<file path="src/rtl/smm_pkg.sv">
`timescale 1ns / 1ps

package smm_pkg;

	localparam int DEFAULT_MAX_WINDOW  = 64;
	localparam int DEFAULT_SAMPLE_BITS = 16;

	// window length after reset, clipped to the ring depth
	localparam int WINDOW_LENGTH_RESET = 64;

	function automatic int len_bits(input int max_window);
		return $clog2(max_window + 1);
	endfunction

endpackage

</file>
<file path="src/rtl/smm_if.sv">
`timescale 1ns / 1ps

interface smm_in_if import smm_pkg::*; #(
	parameter int SAMPLE_BITS = DEFAULT_SAMPLE_BITS
);
	logic                          valid;
	logic                          ready;
	logic signed [SAMPLE_BITS-1:0] sample;

	modport source (output valid, output sample, input ready);
	modport sink   (input valid, input sample, output ready);
endinterface

interface smm_out_if import smm_pkg::*; #(
	parameter int SAMPLE_BITS = DEFAULT_SAMPLE_BITS,
	parameter int MAX_WINDOW  = DEFAULT_MAX_WINDOW
);
	localparam int LEN_BITS = len_bits(MAX_WINDOW);

	logic                          valid;
	logic                          ready;
	logic signed [SAMPLE_BITS-1:0] mean;
	logic        [LEN_BITS-1:0]    fill_count;

	modport source (output valid, output mean, output fill_count, input ready);
	modport sink   (input valid, input mean, input fill_count, output ready);
endinterface

</file>
<file path="src/rtl/sliding_window_mean_top.sv">
`timescale 1ns / 1ps

// Moving average over the last window_length signed samples. Each accepted
// item is worked in order: take the sample and, below a full window, add it
// to the running sum; at a full window a further step reads back the oldest
// sample, subtracts it and adds the new one; then start the divider, let
// the restoring divider form the quotient, and load the output register.
// sample_ch.ready is low while an item is in work. Writing window_length
// empties the window; a value of 0 acts as 1, a value above MAX_WINDOW acts
// as MAX_WINDOW. The mean is truncated toward zero; fill_count is the
// number of samples held.
module sliding_window_mean_top import smm_pkg::*; #(
	parameter int MAX_WINDOW  = DEFAULT_MAX_WINDOW,
	parameter int SAMPLE_BITS = DEFAULT_SAMPLE_BITS,
	localparam int LEN_BITS   = len_bits(MAX_WINDOW)
) (
	input  logic                clk,
	input  logic                arst_n,
	input  logic                window_length_we,
	input  logic [LEN_BITS-1:0] window_length,
	smm_in_if.sink              sample_ch,
	smm_out_if.source           result_ch
);

	localparam int AW       = (MAX_WINDOW > 1) ? $clog2(MAX_WINDOW) : 1;
	localparam int SUM_BITS = SAMPLE_BITS + AW;
	localparam int RESET_LEN =
		(WINDOW_LENGTH_RESET > MAX_WINDOW) ? MAX_WINDOW : WINDOW_LENGTH_RESET;

	typedef enum logic [4:0] {
		S_IDLE  = 5'b00001,
		S_READ  = 5'b00010,
		S_START = 5'b00100,
		S_DIV   = 5'b01000,
		S_HOLD  = 5'b10000
	} state_t;

	state_t state_q;

	logic        [LEN_BITS-1:0]    len_q;
	logic        [LEN_BITS-1:0]    eff_len;
	logic        [AW-1:0]          oldest_q;
	logic        [LEN_BITS-1:0]    held_q;
	logic signed [SUM_BITS-1:0]    sum_q;
	logic signed [SAMPLE_BITS-1:0] sample_q;

	logic                          accept;
	logic                          full;
	logic        [LEN_BITS:0]      slot_wide;
	logic        [LEN_BITS:0]      slot_wrap;
	logic        [AW-1:0]          slot;
	logic        [LEN_BITS-1:0]    oldest_next;

	logic                          ring_we;
	logic        [AW-1:0]          ring_waddr;
	logic        [SAMPLE_BITS-1:0] ring_wdata;
	logic        [SAMPLE_BITS-1:0] ring_rdata;

	logic                          div_done;
	logic signed [SAMPLE_BITS-1:0] div_quo;

	logic                          out_valid_q;
	logic signed [SAMPLE_BITS-1:0] mean_q;
	logic        [LEN_BITS-1:0]    fill_q;
	logic                          out_free;
	logic                          out_load;

	always_comb begin
		if (len_q == '0) begin
			eff_len = LEN_BITS'(1);
		end else if (len_q > LEN_BITS'(MAX_WINDOW)) begin
			eff_len = LEN_BITS'(MAX_WINDOW);
		end else begin
			eff_len = len_q;
		end
	end

	assign accept = sample_ch.valid && sample_ch.ready;
	assign full   = (held_q == eff_len);

	// oldest + held stays below twice the length: one compare and subtract
	assign slot_wide = (LEN_BITS + 1)'(oldest_q) + (LEN_BITS + 1)'(held_q);
	assign slot_wrap = (slot_wide >= (LEN_BITS + 1)'(eff_len))
		? slot_wide - (LEN_BITS + 1)'(eff_len) : slot_wide;
	assign slot      = slot_wrap[AW-1:0];

	assign oldest_next = LEN_BITS'(oldest_q) + 1'b1;

	assign ring_we    = (accept && !full) || (state_q == S_READ);
	assign ring_waddr = (state_q == S_READ) ? oldest_q : slot;
	assign ring_wdata = (state_q == S_READ) ? sample_q : sample_ch.sample;

	smm_ring #(
		.DEPTH (MAX_WINDOW),
		.AW    (AW),
		.WIDTH (SAMPLE_BITS)
	) u_ring (
		.clk   (clk),
		.we    (ring_we),
		.waddr (ring_waddr),
		.wdata (ring_wdata),
		.raddr (oldest_q),
		.rdata (ring_rdata)
	);

	smm_div #(
		.SUM_BITS    (SUM_BITS),
		.LEN_BITS    (LEN_BITS),
		.SAMPLE_BITS (SAMPLE_BITS)
	) u_div (
		.clk      (clk),
		.arst_n   (arst_n),
		.start    (state_q == S_START),
		.dividend (sum_q),
		.divisor  (held_q),
		.done     (div_done),
		.quotient (div_quo)
	);

	assign out_free = !out_valid_q || result_ch.ready;
	assign out_load = out_free &&
		(((state_q == S_DIV) && div_done) || (state_q == S_HOLD));

	always_ff @(posedge clk or negedge arst_n) begin
		if (!arst_n) begin
			state_q  <= S_IDLE;
			len_q    <= LEN_BITS'(RESET_LEN);
			oldest_q <= '0;
			held_q   <= '0;
			sum_q    <= '0;
		end else begin
			if (window_length_we) begin
				len_q    <= window_length;
				oldest_q <= '0;
				held_q   <= '0;
				sum_q    <= '0;
			end
			unique case (state_q)
				S_IDLE: begin
					if (accept) begin
						if (full) begin
							state_q <= S_READ;
						end else begin
							sum_q   <= sum_q + SUM_BITS'(sample_ch.sample);
							held_q  <= held_q + 1'b1;
							state_q <= S_START;
						end
					end
				end
				S_READ: begin
					// ring_rdata holds the oldest sample, read at the accept edge
					sum_q <= sum_q - SUM_BITS'($signed(ring_rdata))
						+ SUM_BITS'(sample_q);
					oldest_q <= (oldest_next == eff_len) ? '0 : oldest_next[AW-1:0];
					state_q  <= S_START;
				end
				S_START: begin
					state_q <= S_DIV;
				end
				S_DIV: begin
					if (div_done) begin
						state_q <= out_free ? S_IDLE : S_HOLD;
					end
				end
				S_HOLD: begin
					if (out_free) begin
						state_q <= S_IDLE;
					end
				end
				default: begin
					state_q <= S_IDLE;
				end
			endcase
		end
	end

	always_ff @(posedge clk) begin
		if (accept) begin
			sample_q <= sample_ch.sample;
		end
	end

	always_ff @(posedge clk or negedge arst_n) begin
		if (!arst_n) begin
			out_valid_q <= 1'b0;
		end else if (out_load) begin
			out_valid_q <= 1'b1;
		end else if (result_ch.ready) begin
			out_valid_q <= 1'b0;
		end
	end

	always_ff @(posedge clk) begin
		if (out_load) begin
			mean_q <= div_quo;
			fill_q <= held_q;
		end
	end

	assign sample_ch.ready      = (state_q == S_IDLE);
	assign result_ch.valid      = out_valid_q;
	assign result_ch.mean       = mean_q;
	assign result_ch.fill_count = fill_q;

endmodule

</file>
<file path="src/rtl/smm_ring.sv">
`timescale 1ns / 1ps

module smm_ring #(
	parameter int DEPTH = 64,
	parameter int AW    = 6,
	parameter int WIDTH = 16
) (
	input  logic             clk,
	input  logic             we,
	input  logic [AW-1:0]    waddr,
	input  logic [WIDTH-1:0] wdata,
	input  logic [AW-1:0]    raddr,
	output logic [WIDTH-1:0] rdata
);

	logic [WIDTH-1:0] mem [DEPTH];

	always_ff @(posedge clk) begin
		if (we) begin
			mem[waddr] <= wdata;
		end
		rdata <= mem[raddr];
	end

endmodule

</file>
<file path="src/rtl/smm_div.sv">
`timescale 1ns / 1ps

// Restoring divider: signed dividend by unsigned divisor, one quotient bit
// per cycle, truncation toward zero.
module smm_div #(
	parameter int SUM_BITS    = 22,
	parameter int LEN_BITS    = 7,
	parameter int SAMPLE_BITS = 16
) (
	input  logic                          clk,
	input  logic                          arst_n,
	input  logic                          start,
	input  logic signed [SUM_BITS-1:0]    dividend,
	input  logic        [LEN_BITS-1:0]    divisor,
	output logic                          done,
	output logic signed [SAMPLE_BITS-1:0] quotient
);

	localparam int CW = (SUM_BITS > 1) ? $clog2(SUM_BITS) : 1;

	logic                busy_q;
	logic                done_q;
	logic [CW-1:0]       cnt_q;
	logic                neg_q;
	logic [LEN_BITS-1:0] div_q;
	logic [LEN_BITS-1:0] rem_q;
	logic [SUM_BITS-1:0] quo_q;

	logic [LEN_BITS:0]   trial;
	logic [LEN_BITS:0]   diff;
	logic                take;
	logic [SUM_BITS-1:0] mag;
	logic [SUM_BITS-1:0] signed_quo;

	assign mag   = dividend[SUM_BITS-1] ? (~dividend + 1'b1) : dividend;
	assign trial = {rem_q, quo_q[SUM_BITS-1]};
	assign diff  = trial - {1'b0, div_q};
	assign take  = (trial >= {1'b0, div_q});

	always_ff @(posedge clk or negedge arst_n) begin
		if (!arst_n) begin
			busy_q <= 1'b0;
			done_q <= 1'b0;
			cnt_q  <= '0;
		end else begin
			done_q <= 1'b0;
			if (start) begin
				busy_q <= 1'b1;
				cnt_q  <= '0;
			end else if (busy_q) begin
				cnt_q <= cnt_q + 1'b1;
				if (cnt_q == CW'(SUM_BITS - 1)) begin
					busy_q <= 1'b0;
					done_q <= 1'b1;
				end
			end
		end
	end

	// dividend bits shift out the top of quo_q as quotient bits shift in
	always_ff @(posedge clk) begin
		if (start) begin
			neg_q <= dividend[SUM_BITS-1];
			div_q <= divisor;
			rem_q <= '0;
			quo_q <= mag;
		end else if (busy_q) begin
			rem_q <= take ? diff[LEN_BITS-1:0] : trial[LEN_BITS-1:0];
			quo_q <= {quo_q[SUM_BITS-2:0], take};
		end
	end

	assign signed_quo = neg_q ? (~quo_q + 1'b1) : quo_q;
	assign quotient   = signed_quo[SAMPLE_BITS-1:0];
	assign done       = done_q;

endmodule
</file>
<file path="src/flat_wrapper.sv">
// flat-port wrapper written by rule: the top's interface ports become plain ports
module sliding_window_mean_top_flat import smm_pkg::*;
#(
	parameter int MAX_WINDOW  = DEFAULT_MAX_WINDOW,
	parameter int SAMPLE_BITS = DEFAULT_SAMPLE_BITS,
	localparam int LEN_BITS   = len_bits(MAX_WINDOW)
)
  (clk, arst_n, window_length_we, window_length, sample_ch_valid, sample_ch_sample, sample_ch_ready, result_ch_valid, result_ch_mean, result_ch_fill_count, result_ch_ready);
  smm_in_if #(.SAMPLE_BITS(SAMPLE_BITS)) sample_ch_i ();
  smm_out_if #(.SAMPLE_BITS(SAMPLE_BITS), .MAX_WINDOW(MAX_WINDOW)) result_ch_i ();
  input  logic clk;
  input  logic arst_n;
  input  logic window_length_we;
  input  logic [LEN_BITS-1:0] window_length;
  input wire logic [$bits(sample_ch_i.valid)-1:0] sample_ch_valid;
  input wire logic [$bits(sample_ch_i.sample)-1:0] sample_ch_sample;
  output wire logic [$bits(sample_ch_i.ready)-1:0] sample_ch_ready;
  output wire logic [$bits(result_ch_i.valid)-1:0] result_ch_valid;
  output wire logic [$bits(result_ch_i.mean)-1:0] result_ch_mean;
  output wire logic [$bits(result_ch_i.fill_count)-1:0] result_ch_fill_count;
  input wire logic [$bits(result_ch_i.ready)-1:0] result_ch_ready;
  assign sample_ch_i.valid = sample_ch_valid;
  assign sample_ch_i.sample = sample_ch_sample;
  assign sample_ch_ready = sample_ch_i.ready;
  assign result_ch_valid = result_ch_i.valid;
  assign result_ch_mean = result_ch_i.mean;
  assign result_ch_fill_count = result_ch_i.fill_count;
  assign result_ch_i.ready = result_ch_ready;
  sliding_window_mean_top #(.MAX_WINDOW(MAX_WINDOW), .SAMPLE_BITS(SAMPLE_BITS)) u_core (.clk(clk), .arst_n(arst_n), .window_length_we(window_length_we), .window_length(window_length), .sample_ch(sample_ch_i), .result_ch(result_ch_i));
endmodule
</file>
<file path="config.mk">
export PLATFORM = sky130hd
export DESIGN_NAME = sliding_window_mean_top_flat
export DESIGN_NICKNAME = d
export VERILOG_FILES = /design/src/rtl/smm_pkg.sv /design/src/rtl/smm_if.sv /design/src/rtl/sliding_window_mean_top.sv /design/src/rtl/smm_ring.sv /design/src/rtl/smm_div.sv /design/src/flat_wrapper.sv
export SDC_FILE = /design/constraint.sdc
export NUM_CORES = 1
export LEC_CHECK = 0
export BUFFER_PORTS_ARGS = -buffer_cell sky130_fd_sc_hd__buf_4
export CORE_UTILIZATION = 65
export DETAILED_ROUTE_END_ITERATION = 8
export GPL_TIMING_DRIVEN = 0
export HOLD_SLACK_MARGIN = 0.06
export PLACE_DENSITY_LB_ADDON = 0.25
export SYNTH_ARGS = -nofsm -noshare
export SYNTH_HDL_FRONTEND = slang
export SYNTH_SLANG_ARGS = --single-unit
</file>
<file path="constraint.sdc">
create_clock -name clk -period 8 [get_ports clk]
set_input_delay 0 -clock clk [delete_from_list [all_inputs] [get_ports clk]]
set_output_delay 0 -clock clk [all_outputs]
set_load 0.02 [all_outputs]
</file>
==> flow_metrics.py <==
metrics = {
    "clock_tree": {
        "cts_max_path_buffers": 3,
        "clk_transition_reported_paths_ps": 60,
        "cts-buffers-inserted": 113,
        "insertion_delay_ps": 720,
        "post-cts-setup-buffer-count": 0,
        "cts.repair.resized": 0,
        "tritoncts": "yes",
        "post_cts_hold_buffer_count": 31,
        "cts-root-buf": "sky130_fd_sc_hd__clkbuf_16",
        "clock_sink_count": 1171,
        "clock_h_tree_levels": 3,
    },
    "die": {
        "die_height_um": 279.0,
        "top_level_ports": 53,
        "fp_rows": 101,
        "die_area_um2": 77860,
        "start_util_pct": 65.69,
        "core_region_area_um2": 75950,
        "die_width_um": 279.0,
    },
    "critical_path": {
        "cp-end-kind": "flop",
        "cp_top_family": "simple AND/OR/NAND/NOR gates",
        "worstPathArrival_ps": 6390,
        "worstPathBufferInverterCount": 1,
        "series_of_cell_instances_along_the_critical_path": "ha_1, fa_1, a21o_1, a21oi_1, o21bai_1, a21oi_1, xnor2_1, ha_1, a21oi_1, o211ai_2, and2_1, and3_1, a211oi_2, nand2_1, nor2_1, buf_6",
        "cpMostUsedCell": "sky130_fd_sc_hd__a21oi_1",
        "critical_path_rt_ps": 8400,
        "reg2reg_path_depth": 16,
        "reg2reg_to": "u_core.u_ring.mem[10][4]$_DFFE_PP_",
        "reg2reg_from": "u_core.held_q[0]$_DFF_PN0_",
        "critical_path.max_fanout": 10,
        "worst_path_largest_cell_delay_ps": 1010,
        "timing.setup.critical_path_class": "flop to flop",
        "critical-path-slowest-cell": "sky130_fd_sc_hd__nor2_1",
        "crit_path_start_kind": "flop",
        "rrSetupSlack_ps": 2020,
    },
    "route": {
        "drc": 0,
        "detailedRoute.firstIterationViolations": 4014,
        "detail_route.wirelength_um": 134000,
        "routed_via_density": 6.751,
        "drt_pre_antenna_iters": 6,
        "drt-wirelength-per-cell_um": 29.84,
        "dr_total_vias": 30330,
        "postRouteAntennaNets": 0,
    },
    "min_path": {
        "startpoint_of_the_worst_hold_path": "sample_ch_sample[8]",
        "timing.hold.worst_path_depth": 2,
        "min_delay_worst_endpoint": "u_core.sample_q[8]$_DFFE_PP_",
        "classification_of_the_worst_slack_hold_path": "input pin to flop",
    },
    "synthesis": {
        "ys_types": 76,
        "postSynthAreaPerCell_um2": 15.98,
        "syn-instance-count": 3122,
        "synthFlopType": "sky130_fd_sc_hd__edfxtp_1",
        "synth_seq_area_share_pct": 69.48,
        "synthesis.nets": 3245,
        "postSynthRegisterBits": 1171,
        "asyncSetResetFlopFracSynth_pct": 4.697,
        "synth.yosys.warnings": 0,
        "synth.cell_area_um2": 49890,
        "synth-edff-count": 1093,
    },
    "sta": {
        "layout_setup_ws_ps": 2016,
        "final-hold-violation-count": 0,
        "maxSlewViolCount": 0,
        "worst_clock_skew_ps": 44.61,
        "finalSetupViolations": 0,
        "slew-limit-headroom_pct": 7.403,
        "hold_ws_ps": 91.86,
        "min_period_over_period_pct": 74.81,
        "timing_worst_slew_pin_value_ps": 1384,
        "rsz0062_at_grt": "false",
        "achievable-frequency_ghz": 0.1671,
        "final_period_minus_worst_setup_slack_ps": 5984,
    },
    "power_and_ir_drop": {
        "power_report.internal_total_mw": 11.12,
        "power_frac_clock_pct": 32.1,
        "power_switching_mw": 4.566,
        "power_share_of_the_combinational_group_pct": 21.3,
        "vdd_ir_drop_max_mv": 0.1924,
        "power_leakage_nw": 18.34,
        "post_layout_power_mw": 15.69,
        "swShare_pct": 29.11,
        "power.density_nw_per_um2": 277.8,
        "sequentialPowerShare_pct": 46.7,
    },
    "run_status": {
        "outcome": "finished clean",
    },
    "global_routing": {
        "grt_pass1_wl_um": 194700,
        "initial_antenna_violation_count": 10,
        "grt_start_max_net_pins": 54,
        "via_count_of_the_first_global_routing_pass": 30020,
        "grt_util_all_layers_pct": 34.86,
        "globalRouteOverflowTotal": 0,
    },
    "cells_and_area": {
        "finalNetCount": 3486,
        "highest_count_cells_in_the_layout_ignoring_fill_and_taps": "sky130_fd_sc_hd__edfxtp_1 (1093), sky130_fd_sc_hd__nand2_1 (208), sky130_fd_sc_hd__mux2i_1 (207)",
        "most_common_cell_after_layout_fill_and_taps_aside": "sky130_fd_sc_hd__edfxtp_1",
        "drive_above_1_share_pct": 17.47,
        "layout-area-overhead-vs-synth_pct": 13.19,
    },
    "flow_run": {
        "timing.max_cap.violations": 0,
    },
    "placement": {
        "globalplace.congestion": 0.9542,
        "buffer_ports.inserted": 52,
        "place_worst_setup_slack_ps": 1906,
        "detailedPlacementHpwl_um": 90530,
    },
}
[layout make-up]
cell class | count | area [µm²]
diodes | 4 | 10.01
plain buffers | 143 | 614.3
well taps | 1030 | 1289
multi-input cells | 1695 | 14480
fillers | 4355 | 19480
repair buffers | 126 | 1546
flip-flops and latches | 1171 | 34660
clock buffers | 147 | 2987
inverters | 113 | 424.2
clock inverters | 63 | 452.9
[power groups by stage]
stage                     clock, mW  sequential, mW  combinational [mW]
final                          5.03            7.32                3.33
after global routing           5.27            7.35                3.65
after CTS                      5.03            7.31                3.27
after detailed placement          0            7.44                3.23
after global placement            0            7.46                3.04
after floorplan                   0            7.36                2.35
[registers in the layout, summed over array words and instances, names as in the netlist, 16 cells and up]
signal	cells
u_core.u_ring.mem	1024
u_core.result_ch.mean	16
u_core.u_div.quo_q	22
u_core.u_ring.rdata	16
u_core.sample_q	16
u_core.sum_q	22
[cells by family after synthesis]
family / Yosys count / synth area share (%)
xor gates and xnor gates: 94 / 1.650
muxes: 425 / 12.32
DFF: 1171 / 69.48
AOI/OAI and AO/OA: 602 / 7.474
and+or+nand+nor: 479 / 4.234
buffers and inverters: 256 / 2.082
adders and majority gates: 95 / 2.759
[cell usage after synthesis (53+ instances only)]
cell type / n / share of area, %
sky130_fd_sc_hd__mux4_2: 144 / 6.5
sky130_fd_sc_hd__nor2_1: 135 / 1.0
sky130_fd_sc_hd__ha_1: 70 / 1.8
sky130_fd_sc_hd__mux2_2: 74 / 1.7
sky130_fd_sc_hd__mux2i_1: 207 / 4.2
sky130_fd_sc_hd__nand2_1: 209 / 1.6
sky130_fd_sc_hd__clkbuf_1: 80 / 0.60
sky130_fd_sc_hd__dfrtp_1: 53 / 2.7
sky130_fd_sc_hd__inv_1: 111 / 0.84
sky130_fd_sc_hd__edfxtp_1: 1093 / 66
sky130_fd_sc_hd__o21ai_0: 170 / 1.7
sky130_fd_sc_hd__a21oi_1: 186 / 1.9
sky130_fd_sc_hd__o22ai_1: 65 / 0.82
sky130_fd_sc_hd__xnor2_1: 65 / 1.1
sky130_fd_sc_hd__o221ai_1: 73 / 1.3
[through the flow]
step	setup TNS, ps	util [%]	cell area, µm²	cells
2_1_floorplan	0	-	49890	3122
5_1_grt	0	74.33	56460	4488
3_5_place_dp	0	69.27	52610	4244
4_1_cts	0	74.23	56380	4485
3_3_place_gp	-824370	67.90	51570	4204
6_report	0	74.35	56470	4492
[worst max path at each step]
stage | start | to | slack, ps | depth (start not counted)
2_1_floorplan | u_core.state_q[2]$_DFFE_PN0P_ | u_core.u_ring.mem[0][15]$_DFFE_PP_ | 3390 | 5
3_3_place_gp | u_core.state_q[2]$_DFFE_PN0P_ | u_core.u_ring.mem[30][8]$_DFFE_PP_ | -1450 | 5
3_5_place_dp | u_core.held_q[0]$_DFF_PN0_ | u_core.u_ring.mem[48][1]$_DFFE_PP_ | 1910 | 15
4_1_cts | u_core.held_q[0]$_DFF_PN0_ | u_core.u_ring.mem[9][15]$_DFFE_PP_ | 1820 | 15
5_1_grt | u_core.held_q[0]$_DFF_PN0_ | u_core.u_ring.mem[10][0]$_DFFE_PP_ | 1800 | 16
6_report | u_core.held_q[0]$_DFF_PN0_ | u_core.u_ring.mem[10][4]$_DFFE_PP_ | 2020 | 16
[metal layers]
metal,vias to the layer above,part of all wire (%),GRT usage [%]
met5,-,0.054,0.2502
met4,8,6.1,18.86
met3,417,12,8.342
met2,2116,46,54.17
met1,15050,36,46.01
li1,12730,-,-
Power figures use the tool's default switching activity.
